[src/rtl/audio_fade_out_envelope_defines.svh]
// Assertion macros for the fade-out envelope block.
// No dependencies; included by the top level only.
`ifndef AUDIO_FADE_OUT_ENVELOPE_DEFINES_SVH
`define AUDIO_FADE_OUT_ENVELOPE_DEFINES_SVH

// Same-cycle implication, sampled on clock, off during reset
`define AFE_ASSERT_SAME(label, ante, cons, msg) \
   label: assert property (@(posedge clock) disable iff (reset) (ante) |-> (cons)) \
      else $error(msg);

// Next-cycle implication, sampled on clock, off during reset
`define AFE_ASSERT_NEXT(label, ante, cons, msg) \
   label: assert property (@(posedge clock) disable iff (reset) (ante) |=> (cons)) \
      else $error(msg);

`endif

[src/rtl/afe_pkg.sv]
// Shared types, constants and the exponential curve table for the fade-out block.
// No dependencies.
package afe_pkg;

   // widths of samples, gain, quotient, position, length and registers
   localparam int SAMPLE_W   = 16;
   localparam int GAIN_W     = 17;              // unsigned Q1.16
   localparam int QUO_W      = 16;              // k/N as Q0.16
   localparam int POS_W      = 32;
   localparam int LEN_W      = 24;
   localparam int CSR_IDX_W  = 2;
   localparam int CSR_DATA_W = 32;

   // curve table: depth is a power of two, index is the top bits of k/N
   localparam int CURVE_IDX_W       = 8;
   localparam int CURVE_TABLE_DEPTH = 1 << CURVE_IDX_W;

   localparam int DIV_CNT_W = $clog2(QUO_W);

   localparam logic [GAIN_W-1:0] GAIN_ONE = GAIN_W'(65536);

   // register indexes
   localparam logic [CSR_IDX_W-1:0] CSR_FADE_START  = CSR_IDX_W'(0);
   localparam logic [CSR_IDX_W-1:0] CSR_FADE_LENGTH = CSR_IDX_W'(1);
   localparam logic [CSR_IDX_W-1:0] CSR_CURVE_MODE  = CSR_IDX_W'(2);

   // ln(20) in Q32
   localparam logic [63:0] LN20_Q32 = 64'd12866572142;

   typedef enum logic [3:0] {
      S_IDLE,
      S_SUB,
      S_CMP,
      S_DIV,
      S_LOOKUP,
      S_EXP,
      S_MUL_L,
      S_MUL_R,
      S_DONE
   } ctrl_state_type;

   typedef enum logic [1:0] {
      MUL_NONE,
      MUL_EXP,
      MUL_LEFT,
      MUL_RIGHT
   } mul_sel_type;

   typedef struct packed {
      logic        capture;
      logic        sub_step;
      logic        div_init;
      logic        div_step;
      logic        lookup;
      mul_sel_type mul_sel;
      logic        load_rsp;
   } ctrl_cmd_type;

   typedef struct packed {
      logic bypass;   // fading off or frame before the window
      logic after;    // frame at or past the end of the window
      logic curve;    // exponential curve selected
   } dp_status_type;

   // One entry of 0.05^(i/depth) in Q1.16, worked out at elaboration
   function automatic logic [GAIN_W-1:0] curve_entry(int unsigned i);
      logic [63:0]  y;
      logic [63:0]  x;
      logic [63:0]  term;
      logic [63:0]  pos;
      logic [63:0]  neg;
      logic [63:0]  e;
      logic [127:0] prod;
      y    = (64'(i) * LN20_Q32) / CURVE_TABLE_DEPTH;
      x    = y >> 2;
      term = 64'd1 << 32;
      pos  = term;
      neg  = 64'd0;
      for (int n = 1; n <= 20; n++) begin
         prod = 128'(term) * 128'(x);
         term = prod[95:32] / 64'(n);
         if (n % 2 == 1) neg = neg + term;
         else pos = pos + term;
      end
      e = (pos > neg) ? pos - neg : 64'd0;
      if (e > 64'hFFFF_FFFF) e = 64'hFFFF_FFFF;
      // e^(-y/4) squared twice
      for (int sq = 0; sq < 2; sq++) begin
         prod = 128'(e) * 128'(e);
         e    = prod[95:32];
         if (e > 64'hFFFF_FFFF) e = 64'hFFFF_FFFF;
      end
      return GAIN_W'((e + 64'd32768) >> 16);
   endfunction

   function automatic logic [CURVE_TABLE_DEPTH*GAIN_W-1:0] build_curve_table();
      logic [CURVE_TABLE_DEPTH*GAIN_W-1:0] tab;
      tab = '0;
      for (int unsigned i = 0; i < CURVE_TABLE_DEPTH; i++)
         tab[i*GAIN_W +: GAIN_W] = curve_entry(i);
      return tab;
   endfunction

   localparam logic [CURVE_TABLE_DEPTH*GAIN_W-1:0] CURVE_TABLE = build_curve_table();

endpackage

[src/rtl/afe_ctrl.sv]
// Sequencer for the fade-out block: handshakes, step order, divider count.
// Depends on afe_pkg.
module afe_ctrl
   import afe_pkg::*;
(
   input  logic          clock,
   input  logic          reset,
   input  logic          req_valid,
   output logic          req_ready,
   output logic          rsp_valid,
   input  logic          rsp_ready,
   input  dp_status_type status,
   output ctrl_cmd_type  cmd
);

   ctrl_state_type        state_ff, state_in;
   logic [DIV_CNT_W-1:0]  cnt_ff, cnt_in;
   logic                  rsp_valid_ff, rsp_valid_in;
   logic                  slot_free;

   assign slot_free = !rsp_valid_ff || rsp_ready;

   // next state
   always_comb begin
      state_in = state_ff;
      unique case (state_ff)
         S_IDLE:   if (req_valid) state_in = S_SUB;
         S_SUB:    state_in = S_CMP;
         S_CMP:    state_in = (status.bypass || status.after) ? S_DONE : S_DIV;
         S_DIV:    if (cnt_ff == DIV_CNT_W'(QUO_W - 1)) state_in = S_LOOKUP;
         S_LOOKUP: state_in = status.curve ? S_EXP : S_MUL_L;
         S_EXP:    state_in = S_MUL_L;
         S_MUL_L:  state_in = S_MUL_R;
         S_MUL_R:  state_in = S_DONE;
         S_DONE:   if (slot_free) state_in = S_IDLE;
         default:  state_in = S_IDLE;
      endcase
   end

   // outputs
   always_comb begin
      cmd          = '0;
      cmd.mul_sel  = MUL_NONE;
      req_ready    = 1'b0;
      unique case (state_ff)
         S_IDLE: begin
            req_ready   = 1'b1;
            cmd.capture = req_valid;
         end
         S_SUB:    cmd.sub_step = 1'b1;
         S_CMP:    cmd.div_init = 1'b1;
         S_DIV:    cmd.div_step = 1'b1;
         S_LOOKUP: cmd.lookup   = 1'b1;
         S_EXP:    cmd.mul_sel  = MUL_EXP;
         S_MUL_L:  cmd.mul_sel  = MUL_LEFT;
         S_MUL_R:  cmd.mul_sel  = MUL_RIGHT;
         S_DONE:   cmd.load_rsp = slot_free;
         default:  cmd = '0;
      endcase
   end

   // divider bit count
   always_comb begin
      cnt_in = '0;
      if (state_ff == S_DIV) cnt_in = cnt_ff + DIV_CNT_W'(1);
   end

   // result slot occupancy
   always_comb begin
      rsp_valid_in = rsp_valid_ff;
      if (cmd.load_rsp) rsp_valid_in = 1'b1;
      else if (rsp_ready) rsp_valid_in = 1'b0;
   end

   always_ff @(posedge clock) begin
      if (reset) begin
         state_ff     <= S_IDLE;
         cnt_ff       <= '0;
         rsp_valid_ff <= 1'b0;
      end else begin
         state_ff     <= state_in;
         cnt_ff       <= cnt_in;
         rsp_valid_ff <= rsp_valid_in;
      end
   end

   assign rsp_valid = rsp_valid_ff;

endmodule

[src/rtl/afe_datapath.sv]
// Datapath of the fade-out block: registers, frame counter, radix-2 divider,
// curve table, shared multiplier and result register. Depends on afe_pkg.
module afe_datapath
   import afe_pkg::*;
(
   input  logic                        clock,
   input  logic                        reset,
   input  ctrl_cmd_type                cmd,
   output dp_status_type               status,
   input  logic                        csr_write,
   input  logic [CSR_IDX_W-1:0]        csr_index,
   input  logic [CSR_DATA_W-1:0]       csr_data,
   input  logic signed [SAMPLE_W-1:0]  req_left_sample,
   input  logic signed [SAMPLE_W-1:0]  req_right_sample,
   input  logic                        req_track_start,
   output logic signed [SAMPLE_W-1:0]  rsp_left_out,
   output logic signed [SAMPLE_W-1:0]  rsp_right_out,
   output logic                        rsp_in_fade
);

   // configuration
   logic [POS_W-1:0] start_ff;
   logic [LEN_W-1:0] len_ff;
   logic             curve_ff;

   always_ff @(posedge clock) begin
      if (reset) begin
         start_ff <= '0;
         len_ff   <= '0;
         curve_ff <= 1'b0;
      end else if (csr_write) begin
         case (csr_index)
            CSR_FADE_START:  start_ff <= csr_data;
            CSR_FADE_LENGTH: len_ff   <= csr_data[LEN_W-1:0];
            CSR_CURVE_MODE:  curve_ff <= csr_data[0];
            default:         ;
         endcase
      end
   end

   // frame counter, saturating at all ones
   logic [POS_W-1:0] pos_ff, pos_in;
   logic [POS_W-1:0] p_ff, p_in;

   assign p_in   = req_track_start ? '0 : pos_ff;
   assign pos_in = (&p_in) ? p_in : p_in + POS_W'(1);

   always_ff @(posedge clock) begin
      if (reset) pos_ff <= '0;
      else if (cmd.capture) pos_ff <= pos_in;
   end

   // input capture: raw samples for bypass, magnitudes for scaling
   logic signed [SAMPLE_W-1:0] l_ff, r_ff;
   logic [SAMPLE_W:0]          mag_l_ff, mag_r_ff;
   logic                       neg_l_ff, neg_r_ff;

   function automatic logic [SAMPLE_W:0] magnitude(logic [SAMPLE_W-1:0] v);
      return v[SAMPLE_W-1] ? (SAMPLE_W+1)'(17'h10000 - {1'b0, v}) : {1'b0, v};
   endfunction

   always_ff @(posedge clock) begin
      if (cmd.capture) begin
         p_ff     <= p_in;
         l_ff     <= req_left_sample;
         r_ff     <= req_right_sample;
         mag_l_ff <= magnitude(req_left_sample);
         mag_r_ff <= magnitude(req_right_sample);
         neg_l_ff <= req_left_sample[SAMPLE_W-1];
         neg_r_ff <= req_right_sample[SAMPLE_W-1];
      end
   end

   // k = p - start, top bit is the borrow (frame before the window)
   logic [POS_W:0] diff_ff;

   always_ff @(posedge clock) begin
      if (cmd.sub_step) diff_ff <= {1'b0, p_ff} - {1'b0, start_ff};
   end

   assign status.bypass = (len_ff == '0) || diff_ff[POS_W];
   assign status.after  = diff_ff[POS_W-1:0] >= POS_W'(len_ff);
   assign status.curve  = curve_ff;

   // restoring divider: (k << 16) / N, one quotient bit a cycle
   logic [LEN_W-1:0] rem_ff, rem_in;
   logic [QUO_W-1:0] quo_ff, quo_in;
   logic [LEN_W:0]   rem2;
   logic             ge;

   assign rem2 = {rem_ff, 1'b0};
   assign ge   = rem2 >= {1'b0, len_ff};

   always_comb begin
      rem_in = rem_ff;
      quo_in = quo_ff;
      if (cmd.div_init) begin
         rem_in = diff_ff[LEN_W-1:0];
         quo_in = '0;
      end else if (cmd.div_step) begin
         rem_in = ge ? LEN_W'(rem2 - {1'b0, len_ff}) : rem2[LEN_W-1:0];
         quo_in = {quo_ff[QUO_W-2:0], ge};
      end
   end

   always_ff @(posedge clock) begin
      rem_ff <= rem_in;
      quo_ff <= quo_in;
   end

   // shared 17x17 multiplier, keeps bits [32:16]
   logic [GAIN_W-1:0]   g_ff, tab_ff;
   logic [GAIN_W-1:0]   mul_a;
   logic [2*GAIN_W-1:0] prod;
   logic [GAIN_W-1:0]   scaled;
   logic [CURVE_IDX_W-1:0] idx;

   assign idx = quo_ff[QUO_W-1 -: CURVE_IDX_W];

   always_comb begin
      case (cmd.mul_sel)
         MUL_EXP:   mul_a = tab_ff;
         MUL_LEFT:  mul_a = mag_l_ff;
         MUL_RIGHT: mul_a = mag_r_ff;
         default:   mul_a = '0;
      endcase
   end

   assign prod   = mul_a * g_ff;
   assign scaled = prod[2*GAIN_W-2:QUO_W];

   // sign restored after scaling, truncation toward zero
   function automatic logic [SAMPLE_W-1:0] signed_res(logic neg, logic [GAIN_W-1:0] r);
      return neg ? SAMPLE_W'(~r[SAMPLE_W-1:0] + SAMPLE_W'(1)) : r[SAMPLE_W-1:0];
   endfunction

   logic [SAMPLE_W-1:0] res_l_ff, res_r_ff;

   always_ff @(posedge clock) begin
      if (cmd.lookup) begin
         g_ff   <= GAIN_ONE - GAIN_W'(quo_ff);
         tab_ff <= CURVE_TABLE[GAIN_W*int'(idx) +: GAIN_W];
      end else if (cmd.mul_sel == MUL_EXP) begin
         g_ff   <= scaled;
      end
      if (cmd.mul_sel == MUL_LEFT)  res_l_ff <= signed_res(neg_l_ff, scaled);
      if (cmd.mul_sel == MUL_RIGHT) res_r_ff <= signed_res(neg_r_ff, scaled);
   end

   // result register
   logic signed [SAMPLE_W-1:0] out_l_ff, out_r_ff;
   logic                       out_fade_ff;

   always_ff @(posedge clock) begin
      if (cmd.load_rsp) begin
         out_fade_ff <= !status.bypass;
         if (status.bypass) begin
            out_l_ff <= l_ff;
            out_r_ff <= r_ff;
         end else if (status.after) begin
            out_l_ff <= '0;
            out_r_ff <= '0;
         end else begin
            out_l_ff <= res_l_ff;
            out_r_ff <= res_r_ff;
         end
      end
   end

   assign rsp_left_out  = out_l_ff;
   assign rsp_right_out = out_r_ff;
   assign rsp_in_fade   = out_fade_ff;

endmodule

[src/rtl/audio_fade_out_envelope.sv]
// Fade-out envelope for stereo 16-bit PCM frames. A frame that passes
// unchanged or lies past the fade window goes from the subtract and compare
// steps straight to the result; a frame inside the window also passes the
// restoring divider, which forms k/N one quotient bit per cycle, and one
// shared multiplier used for the curve gain (with the exponential curve only)
// and then each channel in turn. One frame is worked on at a
// time; the next frame is taken once the current result sits in the output
// register, even if that result has not yet been transferred. The curve
// table is a constant and needs no fill after reset. Configuration writes
// are always accepted and must only be issued while the block is idle.
// Top level: instantiates afe_ctrl and afe_datapath; uses afe_pkg and the
// assertion macros in audio_fade_out_envelope_defines.svh.
`include "audio_fade_out_envelope_defines.svh"

module audio_fade_out_envelope
   import afe_pkg::*;
(
   input  logic                        clock,
   input  logic                        reset,
   // frame input
   input  logic                        req_valid,
   output logic                        req_ready,
   input  logic signed [SAMPLE_W-1:0]  req_left_sample,
   input  logic signed [SAMPLE_W-1:0]  req_right_sample,
   input  logic                        req_track_start,
   // frame output
   output logic                        rsp_valid,
   input  logic                        rsp_ready,
   output logic signed [SAMPLE_W-1:0]  rsp_left_out,
   output logic signed [SAMPLE_W-1:0]  rsp_right_out,
   output logic                        rsp_in_fade,
   // register writes
   input  logic                        csr_valid,
   output logic                        csr_ready,
   input  logic [CSR_IDX_W-1:0]        csr_index,
   input  logic [CSR_DATA_W-1:0]       csr_data
);

   ctrl_cmd_type  cmd;
   dp_status_type status;

   assign csr_ready = 1'b1;

   afe_ctrl u_ctrl (
      .clock     (clock),
      .reset     (reset),
      .req_valid (req_valid),
      .req_ready (req_ready),
      .rsp_valid (rsp_valid),
      .rsp_ready (rsp_ready),
      .status    (status),
      .cmd       (cmd)
   );

   afe_datapath u_datapath (
      .clock            (clock),
      .reset            (reset),
      .cmd              (cmd),
      .status           (status),
      .csr_write        (csr_valid && csr_ready),
      .csr_index        (csr_index),
      .csr_data         (csr_data),
      .req_left_sample  (req_left_sample),
      .req_right_sample (req_right_sample),
      .req_track_start  (req_track_start),
      .rsp_left_out     (rsp_left_out),
      .rsp_right_out    (rsp_right_out),
      .rsp_in_fade      (rsp_in_fade)
   );

   // a transfer in makes the block busy for at least the next cycle
   `AFE_ASSERT_NEXT(a_busy_after_take, req_valid && req_ready, !req_ready, "ready after take")
   // loading the result register always presents a result
   `AFE_ASSERT_NEXT(a_load_shows, cmd.load_rsp, rsp_valid, "result not presented")
   // a result is never loaded in the cycle a frame is taken
   `AFE_ASSERT_SAME(a_no_load_on_take, req_valid && req_ready, !cmd.load_rsp, "load during take")

endmodule
[config.mk]
export PLATFORM = sky130hd
export DESIGN_NAME = audio_fade_out_envelope
export DESIGN_NICKNAME = d
export VERILOG_FILES = /design/src/rtl/afe_pkg.sv /design/src/rtl/afe_ctrl.sv /design/src/rtl/afe_datapath.sv /design/src/rtl/audio_fade_out_envelope.sv
export VERILOG_INCLUDE_DIRS = /design/src /design/src/rtl
export SDC_FILE = /design/constraint.sdc
export NUM_CORES = 2
export LEC_CHECK = 0
export ABC_AREA = 0
export BUFFER_PORTS_ARGS = -buffer_cell sky130_fd_sc_hd__buf_4
export CAP_MARGIN = 25
export CORE_UTILIZATION = 45
export CTS_BUF_LIST = sky130_fd_sc_hd__clkbuf_16
export CTS_CLUSTER_DIAMETER = 200
export DETAILED_ROUTE_END_ITERATION = 10
export GPL_TIMING_DRIVEN = 0
export PLACE_DENSITY = 0.63
export SLEW_MARGIN = 40
export SYNTH_ARGS = -nofsm -noshare
export SYNTH_HDL_FRONTEND = slang
export SYNTH_SLANG_ARGS = --single-unit
[constraint.sdc]
create_clock -name clock -period 8.9 [get_ports clock]
set_input_delay 0.89 -clock clock [delete_from_list [all_inputs] [get_ports clock]]
set_output_delay 0.89 -clock clock [all_outputs]
set_load 0.005 [all_outputs]
==> metrics.txt <==
status finished, final reports clean; Critical Path End Type flop; crit path DAT 8930 ps; combinational power share 41.3%; # DRC 0; relative slew slack 37.67%; Total GRT Usage 32.56%; mux contribution to synthesized area 2.089%; Largest stage delay, worst path 630 ps; worst-skew pair later-pin latency 540 ps; MaxCap Viol Count 0; Clock transition at path regs 70 ps; Die Wd 267.4 µm; Finished Core Util 51.10%; startpoint types flop; initial drt markers 2708; Most common cell on crit path fa_1; Cell variety after synth 94; Clock Power Share 24.0%; HP Class reg2reg; layout cells sized above 1 8.932%; grt met1 use 42.74%; GPL Wtd Cong 1.087; Area Overhead vs Synth 11.57%; first-pass GRT wire length 171700 µm; mean number of vias per cell 5.916; Req. time, crit path 9160 ps; Synth area leaders edfxtp_1 (24%), fa_1 (14%), ha_1 (8.3%); synthesized instance count 3542; Worst Path Max Fanout 10; Max Root-Sink Buffers 3; synthesized area 31690 µm²; initial core utilization 45.80%; gr ovfl total 0; crit path from u_ctrl.state_ff[3]; Yosys Warn Count 0; Hold Path Depth 2; Post-synth ARST share 0%; final count of hold timing violations 0; # IOs 108; Synth Area in Adders 22.42%; Post-Layout Cell Count 4661; power per cell area 186.6 nW/µm²; area leader, netlist edfxtp_1; R2R depth 29; die area 71490 µm²; Sum Neg Setup Slack 0 ps; Final Power 6.596 mW; final hold slack 453.1 ps; worst r2r src u_ctrl.state_ff[3]; Core ar. 69190 µm²; final setup fails 0; initial antenna violation count 5; post-synthesis simple-gate area fraction 17.40%; Rows 96; Worst-Margin Slew 935.0 ps; cell internal pwr 3.993 mW; HP Start u_datapath.start_ff[25]; most frequent cells after synthesis nand2_1 (555), inv_1 (373), edfxtp_1 (252); Compound-Gate Fraction of Synth Area 15.44%; fin nets 4205; predominant post-synthesis flop cell edfxtp_1; vias in the first global route 27076; largest family of logic cells by synthesized area adder cells; Clock Skew 21.33 ps; f_max 115.4 MHz; top-area cell type share of the netlist area 23.88%; average size of a mapped cell 8.947 µm²; CTS buffer count 37; # clock sinks 366; DRT Pass-1 Iters 6; Leak 14.34 nW; DP Cell Count 4585; P_sw 2.603 mW; area of the multi-input gates 19860 µm²; Worst Hold Endpoint u_datapath.start_ff[25]; Sequential Area 9863 µm²; busiest grt layer met2; VDD IR max 0.0001311 V; Switching Fraction 39.46%; sequential share of the synthesized area 31.08%; EDFF count, synth 252; Filler Cells Inserted 6602; met3 Use GR 5.839%; XOR/XNOR share of the synthesized area 4.643%; crit share post-route 97.40%; top-count cell post-synth nand2_1; via count 27576; Worst path slowest cell fa_1; Post-Route WL 116500 µm; Slew Viols, Final 0; R2R Setup Slk 230 ps; Period minus WS final 8668 ps; Crit Path Category reg2reg; pin count of the biggest net entering global routing 66; PortBufs 105; CTS tree done; Post-DP HPWL 88500 µm; sequential fraction of design power 34.7%; H-tree depth 2; Avg WL per Cell 25.00 µm; clk root buf clkbuf_16; Routed Antenna Nets 0; Seq cells post-synth 366; Die Ht 267.4 µm; met2 GRT Util 51.72%; FF-to-FF End u_datapath.res_l_ff[14]
[cell type report]
cell class / count / area share [%]
multi-input cells: 2602 / 56.17
flip-flops and latches: 366 / 27.90
inverters: 378 / 4.038
well taps: 931 / 3.295
clock buffers: 40 / 2.831
repair buffers: 121 / 2.672
plain buffers: 193 / 2.452
clock inverters: 28 / 0.6299
diodes: 2 / 0.01416
[registers in the layout, summed over array words and instances, names as in the netlist, 17 cells and up]
| signal | count |
|---|---|
| u_datapath.diff_ff | 33 |
| u_datapath.p_ff | 32 |
| u_datapath.rem_ff | 24 |
| u_datapath.pos_ff | 32 |
| u_datapath.start_ff | 32 |
| u_datapath.mag_r_ff | 17 |
| u_datapath.tab_ff | 17 |
| u_datapath.mag_l_ff | 17 |
| u_datapath.g_ff | 17 |
| u_datapath.len_ff | 24 |
[worst max-delay path, delay by kind of cell (launching register included)]
| kind | cells | cell delay, ps |
|---|---|---|
| flip-flops | 1 | 420 |
| buffers and inverters | 6 | 720 |
| AND/OR/NAND/NOR | 8 | 1890 |
| AO/OA/AOI/OAI | 5 | 1520 |
| adder cells (fa/ha/maj) | 8 | 3500 |
| XOR/XNOR | 2 | 320 |
[layer usage]
layer  vias to the layer above  share of wire, %
li1                      12406                 -
met1                     13450                41
met2                      1325                45
met3                       387               8.0
met4                         8               5.7
met5                         -             0.043
[worst max-delay path by stage]
stage	slack [ps]	cells past startpoint	end
2_1_floorplan	160	29	u_datapath.res_l_ff[14]
3_3_place_gp	-2430	28	u_datapath.res_r_ff[15]
3_5_place_dp	-1660	29	u_datapath.res_l_ff[14]
4_1_cts	1	29	u_datapath.res_l_ff[14]
5_1_grt	-20	30	u_datapath.res_l_ff[14]
6_report	230	29	u_datapath.res_l_ff[14]
[repair_timing]
action,4_1_cts,5_1_grt
cloned,0,1
gates resized for setup,49,37
pin swaps,3,5
buffers inserted,3,6
endpoints found under the setup margin,46,12
hold buffers,0,0
[cell usage in the layout, fill, tap and decap left out, drive strengths merged, types with 18 or more instances in the layout]
cell type / instances
a211oi: 35
a21o: 37
a21oi: 246
a22o: 37
a22oi: 22
a31oi: 28
and2: 129
and3: 19
buf: 162
clkbuf: 192
clkinv: 18
dfxtp: 114
edfxtp: 252
fa: 223
ha: 211
inv: 383
mux2i: 29
nand2: 555
nand2b: 24
nand3: 54
nand4: 21
nor2: 221
nor2b: 49
nor3: 49
o211ai: 33
o21ai: 166
o22ai: 19
o31ai: 21
xnor2: 119
xor2: 46
[power by group through the flow]
stage	combinational [mW]	clock [mW]	sequential (mW)
finish	2.73	1.58	2.29
detailed placement	2.61	0	2.31
global placement	2.61	0	2.33
CTS	2.61	1.60	2.28
floorplan	1.70	0	2.28
global route	2.89	1.67	2.31
[through the flow]
stage               instance area, µm²  worst slack [ps]
CTS                              35210             1.160
global route                     35350            -20.28
global placement                 33650             -2426
floorplan                        31690             159.6
detailed placement               33810             -1658
finish                           35360             231.5
[logic make-up (layout without fill, tap and decap cells)]
family,after synthesis,count (layout)
AOI/OAI and AO/OA,761,761
xor gates and xnor gates,165,165
adders and majority gates,434,434
buffers and inverters,575,760
DFF,366,366
muxes,47,47
other,2,5
and+or+nand+nor,1192,1192
No activity file was read; power rests on OpenSTA's default activity.
